==> config.mk <==
export PLATFORM = sky130hd
export DESIGN_NAME = date_time_field_editor
export DESIGN_NICKNAME = d
export VERILOG_FILES = /design/src/design/dtfe_pkg.sv /design/src/design/dtfe_ctrl.sv /design/src/design/dtfe_dp.sv /design/src/design/date_time_field_editor.sv
export SDC_FILE = /design/constraint.sdc
export NUM_CORES = 1
export LEC_CHECK = 0
export BUFFER_PORTS_ARGS = -buffer_cell sky130_fd_sc_hd__clkbuf_2
export CORE_MARGIN = 3
export CORE_UTILIZATION = 47
export CTS_CLUSTER_DIAMETER = 80
export DETAILED_ROUTE_END_ITERATION = 12
export GPL_TIMING_DRIVEN = 1
export PLACE_DENSITY = 0.65
export SLEW_MARGIN = 40
export SYNTH_ARGS = -nofsm -noshare
export SYNTH_HDL_FRONTEND = slang
export SYNTH_SLANG_ARGS = --single-unit
==> constraint.sdc <==
create_clock -name clk -period 6.5 [get_ports clk]
set_input_delay 0.975 -clock clk [delete_from_list [all_inputs] [get_ports clk]]
set_output_delay 0.975 -clock clk [all_outputs]
set_load 0.02 [all_outputs]
==> src/design/dtfe_pkg.sv <==
`timescale 1ns / 1ps

package dtfe_pkg;

  // Item modes
  localparam logic [1:0] MODE_LOAD   = 2'd0;
  localparam logic [1:0] MODE_ADJUST = 2'd1;
  localparam logic [1:0] MODE_NEXT   = 2'd2;

  // Cursor fields
  localparam logic [2:0] FLD_YEAR   = 3'd0;
  localparam logic [2:0] FLD_MONTH  = 3'd1;
  localparam logic [2:0] FLD_DAY    = 3'd2;
  localparam logic [2:0] FLD_HOUR   = 3'd3;
  localparam logic [2:0] FLD_MINUTE = 3'd4;
  localparam logic [2:0] FLD_AMPM   = 3'd5;

  // Year range and step limit
  localparam logic [13:0]       YEAR_LOW    = 14'd2000;
  localparam logic [13:0]       YEAR_HIGH   = 14'd2099;
  localparam logic signed [7:0] DELTA_LIMIT = 8'sd60;

  // Default date and time
  localparam logic [13:0] DEF_YEAR   = 14'd2026;
  localparam logic [3:0]  DEF_MONTH  = 4'd1;
  localparam logic [4:0]  DEF_DAY    = 5'd1;
  localparam logic [4:0]  DEF_HOUR   = 5'd12;
  localparam logic [5:0]  DEF_MINUTE = 6'd0;

  // Wrap moduli and calendar constants
  localparam logic [5:0]  MONTHS_PER_YEAR  = 6'd12;
  localparam logic [5:0]  HOURS_PER_DAY    = 6'd24;
  localparam logic [5:0]  HOURS_PER_HALF   = 6'd12;
  localparam logic [5:0]  MINUTES_PER_HOUR = 6'd60;
  localparam logic [4:0]  HALF_DAY         = 5'd12;
  localparam logic [13:0] LEAP_CYCLE       = 14'd400;
  localparam logic [1:0]  LEAP_LAST_PHASE  = 2'd2;

  typedef struct packed {
    logic [1:0]        mode;
    logic signed [7:0] delta;
    logic              seed_valid;
    logic [13:0]       seed_year;
    logic [3:0]        seed_month;
    logic [4:0]        seed_day;
    logic [4:0]        seed_hour;
    logic [5:0]        seed_minute;
  } in_word_t;

  typedef struct packed {
    logic [13:0] cur_year;
    logic [3:0]  cur_month;
    logic [4:0]  cur_day;
    logic [4:0]  cur_hour;
    logic [5:0]  cur_minute;
    logic [2:0]  cursor;
    logic        changed;
    logic        at_last;
  } out_word_t;

  // Controller to datapath commands
  typedef struct packed {
    logic       accept;
    logic       leap_step;
    logic [1:0] leap_phase;
    logic       wrap_init;
    logic       wrap_step;
    logic       commit;
  } cmd_t;

  // Datapath to controller status
  typedef struct packed {
    logic wrap_ok;
  } sts_t;

  // Days in a month; an out-of-range month counts as 31 days
  function automatic logic [4:0] month_days(input logic leap, input logic [3:0] m);
    logic [4:0] d;
    unique case (m)
      4'd2:                      d = leap ? 5'd29 : 5'd28;
      4'd4, 4'd6, 4'd9, 4'd11:   d = 5'd30;
      default:                   d = 5'd31;
    endcase
    return d;
  endfunction

  // One restoring step of year mod 400: subtract 400 * 2^k if it fits
  function automatic logic [13:0] leap_reduce(input logic [13:0] r, input logic [2:0] k);
    logic [13:0] sub;
    sub = LEAP_CYCLE << k;
    return (r >= sub) ? (r - sub) : r;
  endfunction

  // Gregorian leap rule from the low year bits and the year mod 400
  function automatic logic is_leap(input logic [1:0] y_lo, input logic [13:0] rem400);
    return (y_lo == 2'd0) && (rem400 != 14'd100) && (rem400 != 14'd200) &&
           (rem400 != 14'd300);
  endfunction

  // Clamp a day into 1 .. month length
  function automatic logic [4:0] fix_day(input logic [4:0] d, input logic [4:0] mx);
    logic [4:0] r;
    if (d > mx) begin
      r = mx;
    end else if (d == 5'd0) begin
      r = 5'd1;
    end else begin
      r = d;
    end
    return r;
  endfunction

endpackage

==> src/design/dtfe_ctrl.sv <==
`timescale 1ns / 1ps

module dtfe_ctrl (
  input  logic          clk,
  input  logic          rst_n,
  input  logic          in_valid,
  output logic          in_stall,
  output logic          out_valid,
  input  logic          out_stall,
  input  dtfe_pkg::sts_t sts,
  output dtfe_pkg::cmd_t cmd
);

  typedef enum logic [3:0] {
    S_IDLE = 4'b0001,
    S_LEAP = 4'b0010,
    S_WSET = 4'b0100,
    S_WRAP = 4'b1000
  } state_t;

  state_t     state_r, state_nxt;
  logic [1:0] phase_r, phase_nxt;
  logic       out_valid_r, out_valid_nxt;
  logic       slot_free;

  assign in_stall  = (state_r != S_IDLE);
  assign out_valid = out_valid_r;
  assign slot_free = !out_valid_r || !out_stall;

  // Sequence one word: leap reduction, wrap setup, wrap steps, commit
  always_comb begin
    state_nxt      = state_r;
    phase_nxt      = phase_r;
    cmd            = '0;
    cmd.leap_phase = phase_r;
    unique case (state_r)
      S_IDLE: begin
        if (in_valid) begin
          cmd.accept = 1'b1;
          phase_nxt  = 2'd0;
          state_nxt  = S_LEAP;
        end
      end
      S_LEAP: begin
        cmd.leap_step = 1'b1;
        phase_nxt     = phase_r + 2'd1;
        if (phase_r == dtfe_pkg::LEAP_LAST_PHASE) begin
          state_nxt = S_WSET;
        end
      end
      S_WSET: begin
        cmd.wrap_init = 1'b1;
        state_nxt     = S_WRAP;
      end
      S_WRAP: begin
        priority if (!sts.wrap_ok) begin
          cmd.wrap_step = 1'b1;
        end else if (slot_free) begin
          cmd.commit = 1'b1;
          state_nxt  = S_IDLE;
        end else begin
          // hold until the output register frees
          state_nxt = S_WRAP;
        end
      end
      default: begin
        state_nxt = S_IDLE;
      end
    endcase
  end

  // Track the output register
  always_comb begin
    priority if (cmd.commit) begin
      out_valid_nxt = 1'b1;
    end else if (!out_stall) begin
      out_valid_nxt = 1'b0;
    end else begin
      out_valid_nxt = out_valid_r;
    end
  end

  always_ff @(posedge clk) begin
    if (!rst_n) begin
      state_r     <= S_IDLE;
      phase_r     <= 2'd0;
      out_valid_r <= 1'b0;
    end else begin
      state_r     <= state_nxt;
      phase_r     <= phase_nxt;
      out_valid_r <= out_valid_nxt;
    end
  end

endmodule

==> src/design/dtfe_dp.sv <==
`timescale 1ns / 1ps

module dtfe_dp (
  input  logic                clk,
  input  logic                rst_n,
  input  dtfe_pkg::cmd_t      cmd,
  output dtfe_pkg::sts_t      sts,
  input  dtfe_pkg::in_word_t  in_data,
  input  logic                cfg_we,
  input  logic                cfg_data,
  output dtfe_pkg::out_word_t out_data
);

  // Edited state and mode register
  logic        twelve_r;
  logic [13:0] year_r, year_nxt;
  logic [3:0]  month_r, month_nxt;
  logic [4:0]  day_r, day_nxt;
  logic [4:0]  hour_r, hour_nxt;
  logic [5:0]  minute_r, minute_nxt;
  logic [2:0]  field_sel_r, field_sel_nxt;

  // Per-word working registers
  dtfe_pkg::in_word_t  item_r;
  logic signed [7:0]   sd_r, sd_nxt;
  logic [13:0]         cy_r, cy_nxt;
  logic [13:0]         yrem_r;
  logic signed [7:0]   wv_r, wv_nxt, wv_step;
  logic [5:0]          wn_r, wn_nxt;
  dtfe_pkg::out_word_t out_r, out_nxt;

  logic signed [15:0] yr_sum;
  logic [13:0]        yr_clamp;
  logic [2:0]         k_hi, k_lo;
  logic               leap_w;
  logic [4:0]         h12;
  logic signed [7:0]  wn_s;
  logic               seed_ok;
  logic [2:0]         last_fld;
  logic               changed, at_last;

  assign leap_w = dtfe_pkg::is_leap(cy_r[1:0], yrem_r);
  assign h12    = (hour_r >= dtfe_pkg::HALF_DAY) ? (hour_r - dtfe_pkg::HALF_DAY) : hour_r;
  assign wn_s   = $signed({2'b00, wn_r});
  assign sts.wrap_ok = !wv_r[7] && (wv_r < wn_s);
  assign out_data    = out_r;

  // Saturate the step and pick the year whose leap status is needed
  always_comb begin
    priority if (in_data.delta > dtfe_pkg::DELTA_LIMIT) begin
      sd_nxt = dtfe_pkg::DELTA_LIMIT;
    end else if (in_data.delta < -dtfe_pkg::DELTA_LIMIT) begin
      sd_nxt = -dtfe_pkg::DELTA_LIMIT;
    end else begin
      sd_nxt = in_data.delta;
    end
    yr_sum = $signed({2'b00, year_r}) + 16'(sd_nxt);
    priority if (yr_sum < $signed({2'b00, dtfe_pkg::YEAR_LOW})) begin
      yr_clamp = dtfe_pkg::YEAR_LOW;
    end else if (yr_sum > $signed({2'b00, dtfe_pkg::YEAR_HIGH})) begin
      yr_clamp = dtfe_pkg::YEAR_HIGH;
    end else begin
      yr_clamp = yr_sum[13:0];
    end
    priority if (in_data.mode == dtfe_pkg::MODE_LOAD) begin
      cy_nxt = in_data.seed_year;
    end else if (in_data.mode == dtfe_pkg::MODE_ADJUST &&
                 field_sel_r == dtfe_pkg::FLD_YEAR && sd_nxt != 8'sd0) begin
      cy_nxt = yr_clamp;
    end else begin
      cy_nxt = year_r;
    end
  end

  // Two mod-400 steps per cycle: shifts 5,4 then 3,2 then 1,0
  assign k_hi = 3'd5 - {cmd.leap_phase, 1'b0};
  assign k_lo = k_hi - 3'd1;

  // Set up the wrapped value and its modulus for the selected field
  always_comb begin
    wv_nxt = 8'sd0;
    wn_nxt = dtfe_pkg::MONTHS_PER_YEAR;
    if (item_r.mode == dtfe_pkg::MODE_ADJUST && sd_r != 8'sd0) begin
      unique case (field_sel_r)
        dtfe_pkg::FLD_MONTH: begin
          wv_nxt = $signed({4'b0000, month_r}) - 8'sd1 + sd_r;
          wn_nxt = dtfe_pkg::MONTHS_PER_YEAR;
        end
        dtfe_pkg::FLD_DAY: begin
          wv_nxt = $signed({3'b000, day_r}) - 8'sd1 + sd_r;
          wn_nxt = {1'b0, dtfe_pkg::month_days(leap_w, month_r)};
        end
        dtfe_pkg::FLD_HOUR: begin
          if (twelve_r) begin
            wv_nxt = $signed({3'b000, h12}) + sd_r;
            wn_nxt = dtfe_pkg::HOURS_PER_HALF;
          end else begin
            wv_nxt = $signed({3'b000, hour_r}) + sd_r;
            wn_nxt = dtfe_pkg::HOURS_PER_DAY;
          end
        end
        dtfe_pkg::FLD_MINUTE: begin
          wv_nxt = $signed({2'b00, minute_r}) + sd_r;
          wn_nxt = dtfe_pkg::MINUTES_PER_HOUR;
        end
        default: begin
          wv_nxt = 8'sd0;
        end
      endcase
    end
  end

  // Add or subtract the modulus once per step
  always_comb begin
    priority if (wv_r[7]) begin
      wv_step = wv_r + wn_s;
    end else if (wv_r >= wn_s) begin
      wv_step = wv_r - wn_s;
    end else begin
      wv_step = wv_r;
    end
  end

  // Compute the new state and the result word
  always_comb begin
    year_nxt      = year_r;
    month_nxt     = month_r;
    day_nxt       = day_r;
    hour_nxt      = hour_r;
    minute_nxt    = minute_r;
    field_sel_nxt = field_sel_r;
    changed       = 1'b0;
    at_last       = 1'b0;
    last_fld      = twelve_r ? dtfe_pkg::FLD_AMPM : dtfe_pkg::FLD_MINUTE;
    seed_ok = item_r.seed_valid && item_r.seed_month >= 4'd1 &&
              item_r.seed_month <= 4'd12 && item_r.seed_day >= 5'd1 &&
              item_r.seed_day <= dtfe_pkg::month_days(leap_w, item_r.seed_month) &&
              item_r.seed_hour < 5'd24 && item_r.seed_minute < 6'd60 &&
              item_r.seed_year >= dtfe_pkg::YEAR_LOW;
    unique case (item_r.mode)
      dtfe_pkg::MODE_LOAD: begin
        field_sel_nxt = dtfe_pkg::FLD_YEAR;
        if (seed_ok) begin
          year_nxt   = item_r.seed_year;
          month_nxt  = item_r.seed_month;
          day_nxt    = item_r.seed_day;
          hour_nxt   = item_r.seed_hour;
          minute_nxt = item_r.seed_minute;
        end else begin
          year_nxt   = dtfe_pkg::DEF_YEAR;
          month_nxt  = dtfe_pkg::DEF_MONTH;
          day_nxt    = dtfe_pkg::DEF_DAY;
          hour_nxt   = dtfe_pkg::DEF_HOUR;
          minute_nxt = dtfe_pkg::DEF_MINUTE;
        end
      end
      dtfe_pkg::MODE_ADJUST: begin
        if (sd_r != 8'sd0) begin
          unique case (field_sel_r)
            dtfe_pkg::FLD_YEAR: begin
              year_nxt = cy_r;
              day_nxt  = dtfe_pkg::fix_day(day_r, dtfe_pkg::month_days(leap_w, month_r));
            end
            dtfe_pkg::FLD_MONTH: begin
              month_nxt = wv_r[3:0] + 4'd1;
              day_nxt   = dtfe_pkg::fix_day(day_r, dtfe_pkg::month_days(leap_w, month_nxt));
            end
            dtfe_pkg::FLD_DAY: begin
              day_nxt = wv_r[4:0] + 5'd1;
            end
            dtfe_pkg::FLD_HOUR: begin
              if (twelve_r) begin
                hour_nxt = wv_r[4:0] +
                           ((hour_r >= dtfe_pkg::HALF_DAY) ? dtfe_pkg::HALF_DAY : 5'd0);
              end else begin
                hour_nxt = wv_r[4:0];
              end
            end
            dtfe_pkg::FLD_MINUTE: begin
              minute_nxt = wv_r[5:0];
            end
            dtfe_pkg::FLD_AMPM: begin
              // flip the half-day on an odd step
              if (sd_r[0]) begin
                hour_nxt = (hour_r >= dtfe_pkg::HALF_DAY) ? (hour_r - dtfe_pkg::HALF_DAY) :
                                                            (hour_r + dtfe_pkg::HALF_DAY);
              end
            end
            default: begin
              hour_nxt = hour_r;
            end
          endcase
        end
        changed = (year_nxt != year_r) || (month_nxt != month_r) || (day_nxt != day_r) ||
                  (hour_nxt != hour_r) || (minute_nxt != minute_r);
      end
      dtfe_pkg::MODE_NEXT: begin
        if (field_sel_r >= last_fld) begin
          field_sel_nxt = last_fld;
          at_last       = 1'b1;
        end else begin
          field_sel_nxt = field_sel_r + 3'd1;
        end
      end
      default: begin
        field_sel_nxt = field_sel_r;
      end
    endcase
    out_nxt.cur_year   = year_nxt;
    out_nxt.cur_month  = month_nxt;
    out_nxt.cur_day    = day_nxt;
    out_nxt.cur_hour   = hour_nxt;
    out_nxt.cur_minute = minute_nxt;
    out_nxt.cursor     = field_sel_nxt;
    out_nxt.changed    = changed;
    out_nxt.at_last    = at_last;
  end

  // Edited state and mode register
  always_ff @(posedge clk) begin
    if (!rst_n) begin
      twelve_r    <= 1'b0;
      year_r      <= dtfe_pkg::DEF_YEAR;
      month_r     <= dtfe_pkg::DEF_MONTH;
      day_r       <= dtfe_pkg::DEF_DAY;
      hour_r      <= dtfe_pkg::DEF_HOUR;
      minute_r    <= dtfe_pkg::DEF_MINUTE;
      field_sel_r <= dtfe_pkg::FLD_YEAR;
    end else begin
      if (cfg_we) begin
        twelve_r <= cfg_data;
      end
      if (cmd.commit) begin
        year_r      <= year_nxt;
        month_r     <= month_nxt;
        day_r       <= day_nxt;
        hour_r      <= hour_nxt;
        minute_r    <= minute_nxt;
        field_sel_r <= field_sel_nxt;
      end
    end
  end

  // Working registers and the result word
  always_ff @(posedge clk) begin
    if (cmd.accept) begin
      item_r <= in_data;
      sd_r   <= sd_nxt;
      cy_r   <= cy_nxt;
      yrem_r <= cy_nxt;
    end
    if (cmd.leap_step) begin
      yrem_r <= dtfe_pkg::leap_reduce(dtfe_pkg::leap_reduce(yrem_r, k_hi), k_lo);
    end
    if (cmd.wrap_init) begin
      wv_r <= wv_nxt;
      wn_r <= wn_nxt;
    end else if (cmd.wrap_step) begin
      wv_r <= wv_step;
    end
    if (cmd.commit) begin
      out_r <= out_nxt;
    end
  end

endmodule

==> src/design/date_time_field_editor.sv <==
`timescale 1ns / 1ps

// Date and time field editor. Each input word loads a seed clock, adjusts the
// selected field by a saturated step, or moves the cursor, and yields exactly
// one result word. One word at a time is processed: input is stalled from
// acceptance until the commit. Leap steps reduce the year mod 400 for the
// leap rule (two conditional subtractions a cycle), a set-up step prepares
// the field wrap, and the wrap unit then adds or subtracts the modulus once a
// cycle (up to five steps for a 12-way field) before the result is committed.
// A finished result sits in an output register, so the commit only waits if
// the previous result is still held there. The 12-hour mode register is
// always ready and must only be written while no word is in flight.
module date_time_field_editor (
  input  logic                clk,
  input  logic                rst_n,
  input  logic                in_valid,
  output logic                in_stall,
  input  dtfe_pkg::in_word_t  in_data,
  output logic                out_valid,
  input  logic                out_stall,
  output dtfe_pkg::out_word_t out_data,
  input  logic                cfg_valid,
  output logic                cfg_ready,
  input  logic                cfg_data
);

  dtfe_pkg::cmd_t cmd;
  dtfe_pkg::sts_t sts;

  assign cfg_ready = 1'b1;

  dtfe_ctrl u_ctrl (
    .clk       (clk),
    .rst_n     (rst_n),
    .in_valid  (in_valid),
    .in_stall  (in_stall),
    .out_valid (out_valid),
    .out_stall (out_stall),
    .sts       (sts),
    .cmd       (cmd)
  );

  dtfe_dp u_dp (
    .clk      (clk),
    .rst_n    (rst_n),
    .cmd      (cmd),
    .sts      (sts),
    .in_data  (in_data),
    .cfg_we   (cfg_valid && cfg_ready),
    .cfg_data (cfg_data),
    .out_data (out_data)
  );

  // Accepted word blocks further input while it is worked on
  a_accept_blocks: assert property (@(posedge clk) disable iff (!rst_n)
    (in_valid && !in_stall) |=> in_stall)
    else $error("input taken while a word is in flight");

  // Never overwrite a result that is still waiting
  a_commit_free: assert property (@(posedge clk) disable iff (!rst_n)
    cmd.commit |-> (!out_valid || !out_stall))
    else $error("result overwritten before delivery");

  // Delivered date and time stay in their ranges
  a_ranges: assert property (@(posedge clk) disable iff (!rst_n)
    out_valid |-> (out_data.cur_month >= 4'd1 && out_data.cur_month <= 4'd12 &&
                   out_data.cur_day >= 5'd1 && out_data.cur_hour < 5'd24 &&
                   out_data.cur_minute < 6'd60 && out_data.cursor <= dtfe_pkg::FLD_AMPM))
    else $error("result field out of range");

endmodule
== Word-level counts from Yosys, hierarchy flattened ==
Index checks and enable logic that the tools add are counted.
Storage, ports and cells
  bits in registers: 171
  latch bits: 0
  memory bits (writable): 0
  memory bits (read-only): 0
  input bits: 51
  word-level logic and storage cells: 236
  memories: 0
Cells by class
  $add $sub $neg: 21
  $mul: 0
  divide/modulo/power cells: 0
  magnitude comparators: 19
  equality and inequality tests: 41
  shift-type cells: 2
  multiplexer cells: 83
  bitwise gates (word level): 0
  reductions and logical operators: 39
Operator list (number)
  14-bit 2-to-1 mux: 12
  5-bit 2-to-1 mux: 20
  8-bit 2-to-1 mux: 8
  5-bit one-hot mux with 2 select lines: 6
  4-bit 2-to-1 mux: 9
  8-bit one-hot mux with 4 select lines: 1
  4-bit by 3-bit equality test with 1-bit output (second input constant): 7
  4-bit equality test (second input constant): 7
  14-bit >= comparator: 2
  14-bit one-hot mux with 2 select lines: 1
  9-bit by 3-bit << shifter with 14-bit output (first input constant): 2
  14-bit subtractor: 2
  6-bit 2-to-1 mux: 4
  6-bit one-hot mux with 3 select lines: 1
  15-bit by 8-bit adder with 16-bit output: 1
  6-bit by 8-bit adder with 8-bit output: 2
  8-bit adder: 2
  4-bit by 2-bit equality test with 1-bit output (second input constant): 4
  16-bit by 13-bit > comparator with 1-bit output (second input constant): 1
  16-bit by 12-bit < comparator with 1-bit output (second input constant): 1
  4-bit one-hot mux with 4 select lines: 1
  8-bit nonzero test: 2
  5-bit one-hot mux with 3 select lines: 1
  14-bit by 11-bit >= comparator with 1-bit output (second input constant): 1
  other kinds (61): 107

== Logic depth before layout (Yosys ltp) ==
Gate-level depths: netlist of the first run.
  word-level depth: 18
  depth in mapped cells: 22
  depth with buffers taken out: 20

== Hierarchy ==
From an unflattened synthesis of the first run, not the netlist that was laid out.
Second synthesis, totals
  cell total of the unflattened synthesis: 1255
  area, all modules: 11692.5 sq um
By module, submodules not included
  dtfe_dp: instances 1, cells an instance 1206, area each 11270.8 sq um
  dtfe_ctrl: instances 1, cells an instance 47, area each 410.4 sq um
  date_time_field_editor: instances 1, cells an instance 2, area each 11.3 sq um

== Worst setup path after synthesis of the first run ==
Ideal clock, no wire load.
  path type: input-to-reg
  start: in in_data[40] in the netlist's numbering
  end: reg u_dp.cy_r[3], data pin
  setup time: 146 ps
  data arrival time: 4539 ps
  path slack: 1815 ps
  stages on the path: 15
  buffers on the path: 1
  path through: or4_1 -> nand3_1 -> ha_1 -> or3_1 -> ha_1 -> o21a_2 -> a211oi_4 -> or2_1 -> buf_6 -> a211o_1 -> a2111o_1 -> o211ai_2 -> nand2_1 -> o32a_1 -> a21oi_1
On the way
  cells in the longest elaborated chain, start to end: 9
  elaborated cells between the ends (all ways): 13
  those cells by class: 1 x add/sub; 4 x order compare; 6 x mux; 2 x reduce/logical
Ends and longest elaborated chain
  start, declared: RTL line date_time_field_editor.sv:18  | input dtfe_pkg::in_word_t in_data,
  8-bit by 7-bit < comparator with 1-bit output: RTL line dtfe_dp.sv:52  | end else if (in_data.delta < -dtfe_pkg::DELTA_LIMIT) begin
  8-bit 2-to-1 mux: RTL line dtfe_dp.sv:52
  8-bit 2-to-1 mux *: RTL line dtfe_dp.sv:50  | priority if (in_data.delta > dtfe_pkg::DELTA_LIMIT) begin
  net u_dp.sd_nxt[2]: RTL line dtfe_dp.sv:25  | logic signed [7:0] sd_r, sd_nxt;
  15-bit by 8-bit adder with 16-bit output: RTL line dtfe_dp.sv:57  | yr_sum = $signed({2'b00, year_r}) + 16'(sd_nxt);
  16-bit by 13-bit > comparator with 1-bit output: RTL line dtfe_dp.sv:60  | end else if (yr_sum > $signed({2'b00, dtfe_pkg::YEAR_HIGH})) begin
  14-bit 2-to-1 mux: RTL line dtfe_dp.sv:60
  14-bit 2-to-1 mux: RTL line dtfe_dp.sv:58  | priority if (yr_sum < $signed({2'b00, dtfe_pkg::YEAR_LOW})) begin
  14-bit 2-to-1 mux *: RTL line dtfe_dp.sv:67  | end else if (in_data.mode == dtfe_pkg::MODE_ADJUST &&
  14-bit 2-to-1 mux *: RTL line dtfe_dp.sv:65  | priority if (in_data.mode == dtfe_pkg::MODE_LOAD) begin
  net u_dp.cy_nxt[3]: RTL line dtfe_dp.sv:26  | logic [13:0] cy_r, cy_nxt;
  end signal, assigned: RTL line dtfe_dp.sv:249  | cy_r <= cy_nxt;
  end, declared: RTL line dtfe_dp.sv:26
The timed path passes the listed nets; every way through them passes the cells marked *.
A chain may end at the register's enable or synchronous reset.

== Worst setup path after layout of the first run ==
  start: reg u_ctrl.phase_r[0]
  end: reg u_dp.yrem_r[6], data pin
On the way
  cells in the longest elaborated chain, start to end: 7
  elaborated cells between the ends (all ways): 11
  those cells by class: 4 x add/sub; 2 x order compare; 2 x shift; 3 x mux
Ends and longest elaborated chain
  start, declared: RTL line dtfe_ctrl.sv:22  | logic [1:0] phase_r, phase_nxt;
  start signal, assigned: RTL line dtfe_ctrl.sv:90  | phase_r <= phase_nxt;
  3-bit subtractor *: RTL line dtfe_dp.sv:76  | assign k_hi = 3'd5 - {cmd.leap_phase, 1'b0};
  9-bit by 3-bit << shifter with 14-bit output: RTL line dtfe_pkg.sv:90  | sub = LEAP_CYCLE << k;
  14-bit subtractor or 14-bit >= comparator (tied branches): RTL line dtfe_pkg.sv:91  | return (r >= sub) ? (r - sub) : r;
  14-bit 2-to-1 mux: RTL line dtfe_pkg.sv:91
  14-bit subtractor or 14-bit >= comparator (tied branches): RTL line dtfe_pkg.sv:91
  14-bit 2-to-1 mux *: RTL line dtfe_pkg.sv:91
  14-bit 2-to-1 mux *: RTL line dtfe_dp.sv:252  | if (cmd.leap_step) begin
  end signal, assigned: RTL line dtfe_dp.sv:250  | yrem_r <= cy_nxt;
  end signal, assigned: RTL line dtfe_dp.sv:253  | yrem_r <= dtfe_pkg::leap_reduce(dtfe_pkg::leap_reduce(yrem_r, k_hi), k_lo);
  end, declared: RTL line dtfe_dp.sv:27  | logic [13:0] yrem_r;
Mark *: on every way between the ends. The rest lies on a longest branch, timed or not.

==> results of run 1 <==
-- cells in the final DEF, fill, tap and decap left out, drive strengths merged, types with 30 or more instances in the layout --
master	instances
nand2	152
edfxtp	125
clkbuf	111
nor2	106
inv	82
ha	79
o21ai	65
a21oi	60
dfxtp	45
xnor2	37
nand3	30
-- report_power, final --
part           switching [mW]  internal, mW
Clock                   0.462         0.614
Sequential             0.0360          1.21
Combinational           0.267         0.170
-- worst min path at each step --
stage | end | slack [ns]
finish | u_ctrl.phase_r[1] | 0.54
CTS | u_dp.field_sel_r[0] | 0.54
global placement | u_ctrl.phase_r[1] | 0.51
detailed placement | u_ctrl.phase_r[1] | 0.54
floorplan | u_ctrl.phase_r[1] | 0.49
global route | u_ctrl.phase_r[1] | 0.58
-- per-layer routing --
layer	up-vias	share of wire (%)	track usage, %
met3	55	6.4	3.88
li1	4763	-	-
met4	0	2.6	7.80
met5	-	0	0
met2	402	49	42.5
met1	4826	42	32.0
-- layout make-up --
cell class                 count  area, um^2  share of cell area [%]
tap                          319         399                    3.10
clock buffer                  20         437                    3.39
sequential                   170        4650                    36.1
multi-input combinational    944        6400                    49.7
inverter                      79         302                    2.34
timing repair buffer         100         526                    4.08
clock inverter                12         166                    1.29
-- critical path, delay by kind of cell (launching register included) --
family | cells | cell delay, ns
DFF | 1 | 0.44
adders and majority gates | 3 | 0.96
AOI/OAI and AO/OA | 10 | 2.27
and+or+nand+nor | 2 | 1.02
buffers and inverters | 2 | 0.31
muxes | 1 | 0.25
-- cell families (layout without fill, tap and decap cells) --
logic type	Yosys count	in the layout
XOR/XNOR	56	56
multiplexers	18	18
AO/OA/AOI/OAI	360	360
AND/OR/NAND/NOR	425	425
other	1	1
adder cells (fa/ha/maj)	84	84
buffers and inverters	140	211
flip-flops	170	170
-- sequential cells by signal, indices dropped and copies added (netlist names), 2 cells and up --
register          flops
u_dp.month_r          4
u_ctrl.state_r        4
u_dp.cy_r            14
u_dp.field_sel_r      3
u_dp.minute_r         6
u_dp.wn_r             5
u_dp.day_r            5
u_dp.yrem_r          14
u_dp.hour_r           5
u_ctrl.phase_r        2
u_dp.out_data        39
u_dp.year_r          14
u_dp.sd_r             8
u_dp.item_r          37
u_dp.wv_r             8
==> results.sh, run 1 <==
export IMPL_ys_warns=0
export IMPL_status="finished, final reports clean"
export IMPL_post_route_cells_drive_above_1_share_pct=13.0
export IMPL_synthAdderAreaFrac_pct=9.36
export IMPL_synth_xor_area_share_pct=4.22
export IMPL_placement_cell_area_mm2=0.0123
export IMPL_yosys_area_top_type_share_pct=32.3
export IMPL_grt_pass1_wl_mm=51.7
export IMPL_wire_per_inst_um=20.0
export IMPL_vias_per_cell=6.11
export IMPL_ff_to_ff_end="u_dp.yrem_r[6]"
export IMPL_whs_ns=0.544
export IMPL_floorplan_die_height_um=163
export IMPL_crit_type="reg2reg"
export IMPL_ys_types=90
export IMPL_initial_utilization_pct=48.7
export IMPL_yosysTopAreaCell="edfxtp_1"
export IMPL_chipWidth_um=163
export IMPL_synth_compound_area_share_pct=22.3
export IMPL_htreeDepth=4
export IMPL_post_dp_hpwl_mm=24.7
export IMPL_pin_count_of_the_biggest_net_entering_global_routing=61
export IMPL_worst_endpoint_arrival_ns=5.71
export IMPL_final_max_slew_violation_count=0
export IMPL_design_die_area_mm2=0.0267
export IMPL_worstReg2RegStart="u_ctrl.phase_r[0]"
export IMPL_finalNonFillerCells=1644
export IMPL_routed_wl_mm=32.8
export IMPL_timing_max_cap_violations=0
export IMPL_min_delay_start="u_ctrl.phase_r[1]"
export IMPL_worstSetupStartpointType="flip-flop"
export IMPL_synthTopCellsByArea="edfxtp_1, ha_1, dfxtp_1, nand2_1, nor2_1"
export IMPL_first_iter_violations=1022
export IMPL_setup_viol=0
export IMPL_clk_transition_reported_paths_ns=0.07
export IMPL_reg2regPathDepth=18
export IMPL_ys_top_cells_by_count="nand2_1, edfxtp_1, nor2_1, ha_1, inv_1"
export IMPL_cts_buffers=17
export IMPL_drt_pre_antenna_iters=9
export IMPL_hold_path_class="reg2reg"
export IMPL_clock_skew_ns=0.0138
export IMPL_core_area_mm2=0.0239
export IMPL_grt_pass1_vias=9503
export IMPL_route_antenna_remaining_nets=0
export IMPL_io_port_bufs=91
export IMPL_setup_worst_path_end="u_dp.yrem_r[6]"
export IMPL_syn_area_per_cell_um2=9.27
export IMPL_maximum_clock_path_buffer_count=2
export IMPL_worst_path_max_fanout=15
export IMPL_top_level_port_count=93
export IMPL_min_period_over_period_pct=84.9
export IMPL_cts_resized_gates=0
export IMPL_clock_tree_root_cell="clkbuf_16"
export IMPL_ir_drop_uv=153
export IMPL_hold_path_cell_count=2
export IMPL_p_leak_nw=5.35
export IMPL_insertedDiodeCount=0
export IMPL_total_gr_overflow=0
export IMPL_rows=56
export IMPL_most_used_flip_flop_cell_after_synthesis="edfxtp_1"
export IMPL_synth_yosys_seq_area_share_pct=40.0
export IMPL_crit_path_largest_cell_delay_ns=0.60
export IMPL_design_area_mm2=0.0129
export IMPL_timing_critical_path_to_type="flip-flop"
export IMPL_layout_setup_ws_ns=0.982
export IMPL_crit_start="u_ctrl.phase_r[0]"
export IMPL_fillCellCount=2192
export IMPL_postSynthCellCount=1254
export IMPL_timing_critical_path_required_ns=6.69
export IMPL_report_final_hold_viol_count=0
export IMPL_worst_slew_margin_rel_pct=44.1
export IMPL_grt_antenna_before_repair=0
export IMPL_main_combinational_cell_family_by_area_after_synthesis="compound AO/OA/AOI/OAI gates"
export IMPL_max_freq_ghz=0.181
export IMPL_grt_setup_unrepaired="no"
export IMPL_muxShareOfSynthArea_pct=1.60
export IMPL_crit_path_cell_trace="inv_1 -> ha_1 -> inv_1 -> ha_1 -> o31a_1 -> o211ai_1 -> a21oi_1 -> nor2_1 -> o21ai_0 -> ha_1 -> a21o_1 -> a21o_1 -> a21o_1 -> o21ai_0 -> o2bb2ai_1 -> nand2_1 -> o21a_1 -> mux2_2"
export IMPL_fin_tns_setup_ns=0
export IMPL_period_minus_slack_ns=5.52
export IMPL_via_count=10000
export IMPL_ys_ff_latch=170
export IMPL_layout_core_utilization_pct=53.9
export IMPL_synth_most_common_cell="nand2_1"
export IMPL_synthesis_nets=1389
export IMPL_synth_simple_gate_area_share_pct=17.3
export IMPL_max_slew_worst_pin_slew_ns=0.830
export IMPL_place_congestion=0.943
export IMPL_preCtsSetupSlack_ns=1.18
export IMPL_clk_latency_ns=0.44
export IMPL_post_synth_instance_area_mm2=0.0116
export IMPL_fin_nets=1447
export IMPL_total_power_mw=2.76
export IMPL_syn_to_final_growth_pct=10.8
export IMPL_postSynth_asyncResetShare_pct=0
export IMPL_placed_cells_incl_taps=1612
export IMPL_cpMaxStageDelayCell="nor2_1"
export IMPL_clock_net_sink_count=170
export IMPL_cts_setup_buffers=0
export IMPL_hold_buffers=0
export IMPL_drc_errors=0
export IMPL_groute_usage_overall_pct=24.7
export IMPL_clock_tree_from_tritoncts="yes"
export IMPL_reg2reg_slack_ns=0.98
export IMPL_power_per_cell_area_mw_per_mm2=214
export IMPL_synth_edff_count=125
Note: power is estimated with default switching activity, not from simulation.
==> inputs of run 2 (changes only) <==
--- a/config.mk
+++ b/config.mk
@@ -5,13 +5,14 @@
 export SDC_FILE = /design/constraint.sdc
 export NUM_CORES = 1
 export LEC_CHECK = 0
+export ABC_AREA = 1
 export BUFFER_PORTS_ARGS = -buffer_cell sky130_fd_sc_hd__clkbuf_2
 export CORE_MARGIN = 3
 export CORE_UTILIZATION = 47
 export CTS_CLUSTER_DIAMETER = 80
 export DETAILED_ROUTE_END_ITERATION = 12
 export GPL_TIMING_DRIVEN = 1
-export PLACE_DENSITY = 0.65
+export PLACE_DENSITY = 0.67
 export SLEW_MARGIN = 40
 export SYNTH_ARGS = -nofsm -noshare
 export SYNTH_HDL_FRONTEND = slang
==> constraint.sdc (replaced) <==
create_clock -name clk -period 4.7 [get_ports clk]
set_input_delay 0.705 -clock clk [delete_from_list [all_inputs] [get_ports clk]]
set_output_delay 0.705 -clock clk [all_outputs]
set_load 0.02 [all_outputs]
==> results.sh, run 2 <==
export IMPL_p_leak_nw=6.50
export IMPL_initial_utilization_pct=48.6
export IMPL_groute_usage_overall_pct=26.0
export IMPL_power_per_cell_area_mw_per_mm2=494
export IMPL_ys_ff_latch=170
export IMPL_yosys_area_top_type_share_pct=30.1
export IMPL_io_port_bufs=91
export IMPL_post_route_cells_drive_above_1_share_pct=10.9
export IMPL_ys_warns=0
export IMPL_top_level_port_count=93
export IMPL_drt_pre_antenna_iters=5
export IMPL_largest_register="u_dp.out_data"
export IMPL_syn_area_per_cell_um2=7.33
export IMPL_most_used_flip_flop_cell_after_synthesis="edfxtp_1"
export IMPL_floorplan_die_height_um=169
export IMPL_fin_nets=1930
export IMPL_worst_endpoint_arrival_ns=4.44
export IMPL_synth_yosys_seq_area_share_pct=37.4
export IMPL_hold_buffers=0
export IMPL_max_freq_ghz=0.235
export IMPL_first_iter_violations=1018
export IMPL_route_antenna_remaining_nets=0
export IMPL_switching_power_mw=3.03
export IMPL_leading_cell_types_in_the_layout_fill_and_taps_excluded="nand2_1, inv_1, nor2_1"
export IMPL_synth_xor_area_share_pct=1.48
export IMPL_worst_slew_margin_rel_pct=52.8
export IMPL_timing_critical_path_to_type="flip-flop"
export IMPL_registers_with_the_most_flip_flops="u_dp.out_data x39, u_dp.item_r x37"
export IMPL_clock_tree_root_cell="clkbuf_16"
export IMPL_muxShareOfSynthArea_pct=0
export IMPL_via_count=11800
export IMPL_worstPathBufferInverterCount=4
export IMPL_insertedDiodeCount=0
export IMPL_worstSetupStartpointType="flip-flop"
export IMPL_timing_critical_path_required_ns=4.89
export IMPL_crit_path_cell_trace="inv_1 -> ha_1 -> inv_1 -> ha_1 -> nor2_1 -> o21ai_1 -> inv_1 -> o21ai_1 -> nand2_1 -> nand3_1 -> nand3_1 -> o21ai_0 -> ha_1 -> nand2_1 -> o21ai_0 -> nor2_1 -> nor2_1 -> a211oi_2 -> nand2_1 -> buf_4 -> nand2_1 -> nor2_1 -> o21ai_1"
export IMPL_postSynth_asyncResetShare_pct=0
export IMPL_power_switching_share_pct=44.1
export IMPL_drc_errors=0
export IMPL_vias_per_cell=5.52
export IMPL_max_slew_worst_pin_slew_ns=0.702
export IMPL_total_power_mw=6.87
export IMPL_post_synth_instance_area_mm2=0.0125
export IMPL_report_final_hold_viol_count=0
export IMPL_grt_setup_unrepaired="no"
export IMPL_cts_buffers=17
export IMPL_clk_transition_reported_paths_ns=0.07
export IMPL_rows=58
export IMPL_setup_viol=0
export IMPL_ir_drop_uv=453
export IMPL_synthesis_nets=1836
export IMPL_timing_max_cap_violations=0
export IMPL_wire_per_inst_um=17.5
export IMPL_synth_simple_gate_area_share_pct=27.3
export IMPL_clock_power_share_pct=19.4
export IMPL_clock_skew_ns=0.0105
export IMPL_whs_ns=0.437
export IMPL_finalNonFillerCells=2138
export IMPL_syn_to_final_growth_pct=11.6
export IMPL_period_minus_slack_ns=4.25
export IMPL_main_combinational_cell_family_by_area_after_synthesis="simple AND/OR/NAND/NOR gates"
export IMPL_power_sequential_fraction_pct=34.6
export IMPL_ys_types=57
export IMPL_fin_tns_setup_ns=0
export IMPL_synthAdderAreaFrac_pct=8.74
export IMPL_synthTopCellsByArea="edfxtp_1, nand2_1, ha_1, inv_1, dfxtp_1"
export IMPL_ys_top_cells_by_count="nand2_1, inv_1, nor2_1, nand3_1, edfxtp_1"
export IMPL_layout_cells_most_common="nand2_1"
export IMPL_power_combinational_fraction_pct=46.0
export IMPL_grt_antenna_before_repair=0
export IMPL_crit_type="reg2reg"
export IMPL_total_gr_overflow=0
export IMPL_synth_most_common_cell="nand2_1"
export IMPL_grt_pass1_vias=10900
export IMPL_place_congestion=0.963
export IMPL_maximum_clock_path_buffer_count=2
export IMPL_htreeDepth=4
export IMPL_clock_net_sink_count=170
export IMPL_min_period_over_period_pct=90.4
export IMPL_placed_cells_incl_taps=2101
export IMPL_postSynthCellCount=1701
export IMPL_chipWidth_um=169
export IMPL_core_area_mm2=0.0256
export IMPL_synth_compound_area_share_pct=15.5
export IMPL_cpMaxStageDelayCell="dfxtp_1"
export IMPL_pin_count_of_the_biggest_net_entering_global_routing=61
export IMPL_yosysTopAreaCell="edfxtp_1"
export IMPL_internal_power_mw=3.84
export IMPL_crit_path_largest_cell_delay_ns=0.47
export IMPL_design_die_area_mm2=0.0285
export IMPL_clk_latency_ns=0.44
export IMPL_status="finished, final reports clean"
export IMPL_largest_reg_flops=39
export IMPL_final_max_slew_violation_count=0
export IMPL_hold_path_class="in2reg"
export IMPL_clock_tree_from_tritoncts="yes"
export IMPL_post_dp_hpwl_mm=28.7
export IMPL_path_delay_family="simple AND/OR/NAND/NOR gates"
export IMPL_routed_wl_mm=37.4
export IMPL_grt_pass1_wl_mm=58.7
export IMPL_worst_path_max_fanout=7
export IMPL_synth_edff_count=125
## run 2: cell count changes in the layout (fill, tap and decap cells not counted), sizes merged, moves of 18 or more
| cell | before | now |
|---|---|---|
| xnor2 | 37 | 6 |
| o211ai | 13 | 47 |
| nand3 | 30 | 132 |
| inv | 82 | 269 |
| nor2 | 106 | 172 |
| nand2 | 152 | 425 |
| o21ai | 65 | 117 |
| a21o | 19 | 1 |
| o211a | 19 | 0 |
| a21oi | 60 | 92 |
## run 2: final cells by class
type,instances,area [um^2]
inverters,265,997
well taps,330,413
multi-input cells,1224,6630
repair buffers,117,676
fillers,2449,11700
clock buffers,17,425
flip-flops and latches,170,4650
clock inverters,15,118
## run 2: kinds of logic after synthesis
| family | Yosys count |
|---|---|
| flip-flops | 170 |
| buffers and inverters | 308 |
| AND/OR/NAND/NOR | 794 |
| other | 1 |
| XOR/XNOR | 21 |
| AO/OA/AOI/OAI | 323 |
| adder cells (fa/ha/maj) | 84 |
## run 2: metal layers
| metal | vias up | global-route usage (%) | wire length (um) | part of all wire (%) |
|---|---|---|---|---|
| met3 | 60 | 4.27 | 2220 | 5.9 |
| met2 | 387 | 44.2 | 18000 | 48 |
| met1 | 5471 | 34.1 | 16300 | 43 |
| met4 | 0 | 8.22 | 988 | 2.6 |
| li1 | 5885 | - | - | - |
| met5 | - | 0 | 0 | 0 |
## run 2: path summary, 6_finish.rpt
check / slack [ns] / start / end / cells past startpoint
worst max-delay path: 0.45 / u_ctrl.phase_r[0] / u_dp.yrem_r[12] / 23
worst min-delay path: 0.44 / in_data[6] / u_dp.item_r[6] / 1
worst max register to register: 0.45 / u_ctrl.phase_r[0] / u_dp.yrem_r[12] / 23
worst min register to register: 0.49 / u_ctrl.out_valid / u_ctrl.out_valid / 2
## run 2: power by group through the flow
| stage | Clock (mW) | Combinational (mW) | Sequential [mW] |
|---|---|---|---|
| final | 1.33 | 3.16 | 2.37 |
| after global routing | 1.42 | 3.54 | 2.41 |
| after CTS | 1.35 | 3.00 | 2.37 |
| after detailed placement | 0 | 2.98 | 2.40 |
| after global placement | 0 | 2.98 | 2.40 |
| after floorplan | 0 | 2.16 | 2.33 |
## run 2: stage by stage
step                      utilization (%)  area, um^2  setup WS [ns]
after global routing                 54.3       13900         0.0602
after CTS                            54.1       13900          0.125
final                                54.3       13900          0.453
after floorplan                         -       12500          0.142
after global placement               52.0       13300          0.334
after detailed placement             52.0       13300          0.148
## run 2: timing repair
item | in CTS | in global routing
gates resized for setup | 0 | 4
setup endpoints to repair | 0 | 10
buffers inserted | 0 | 4
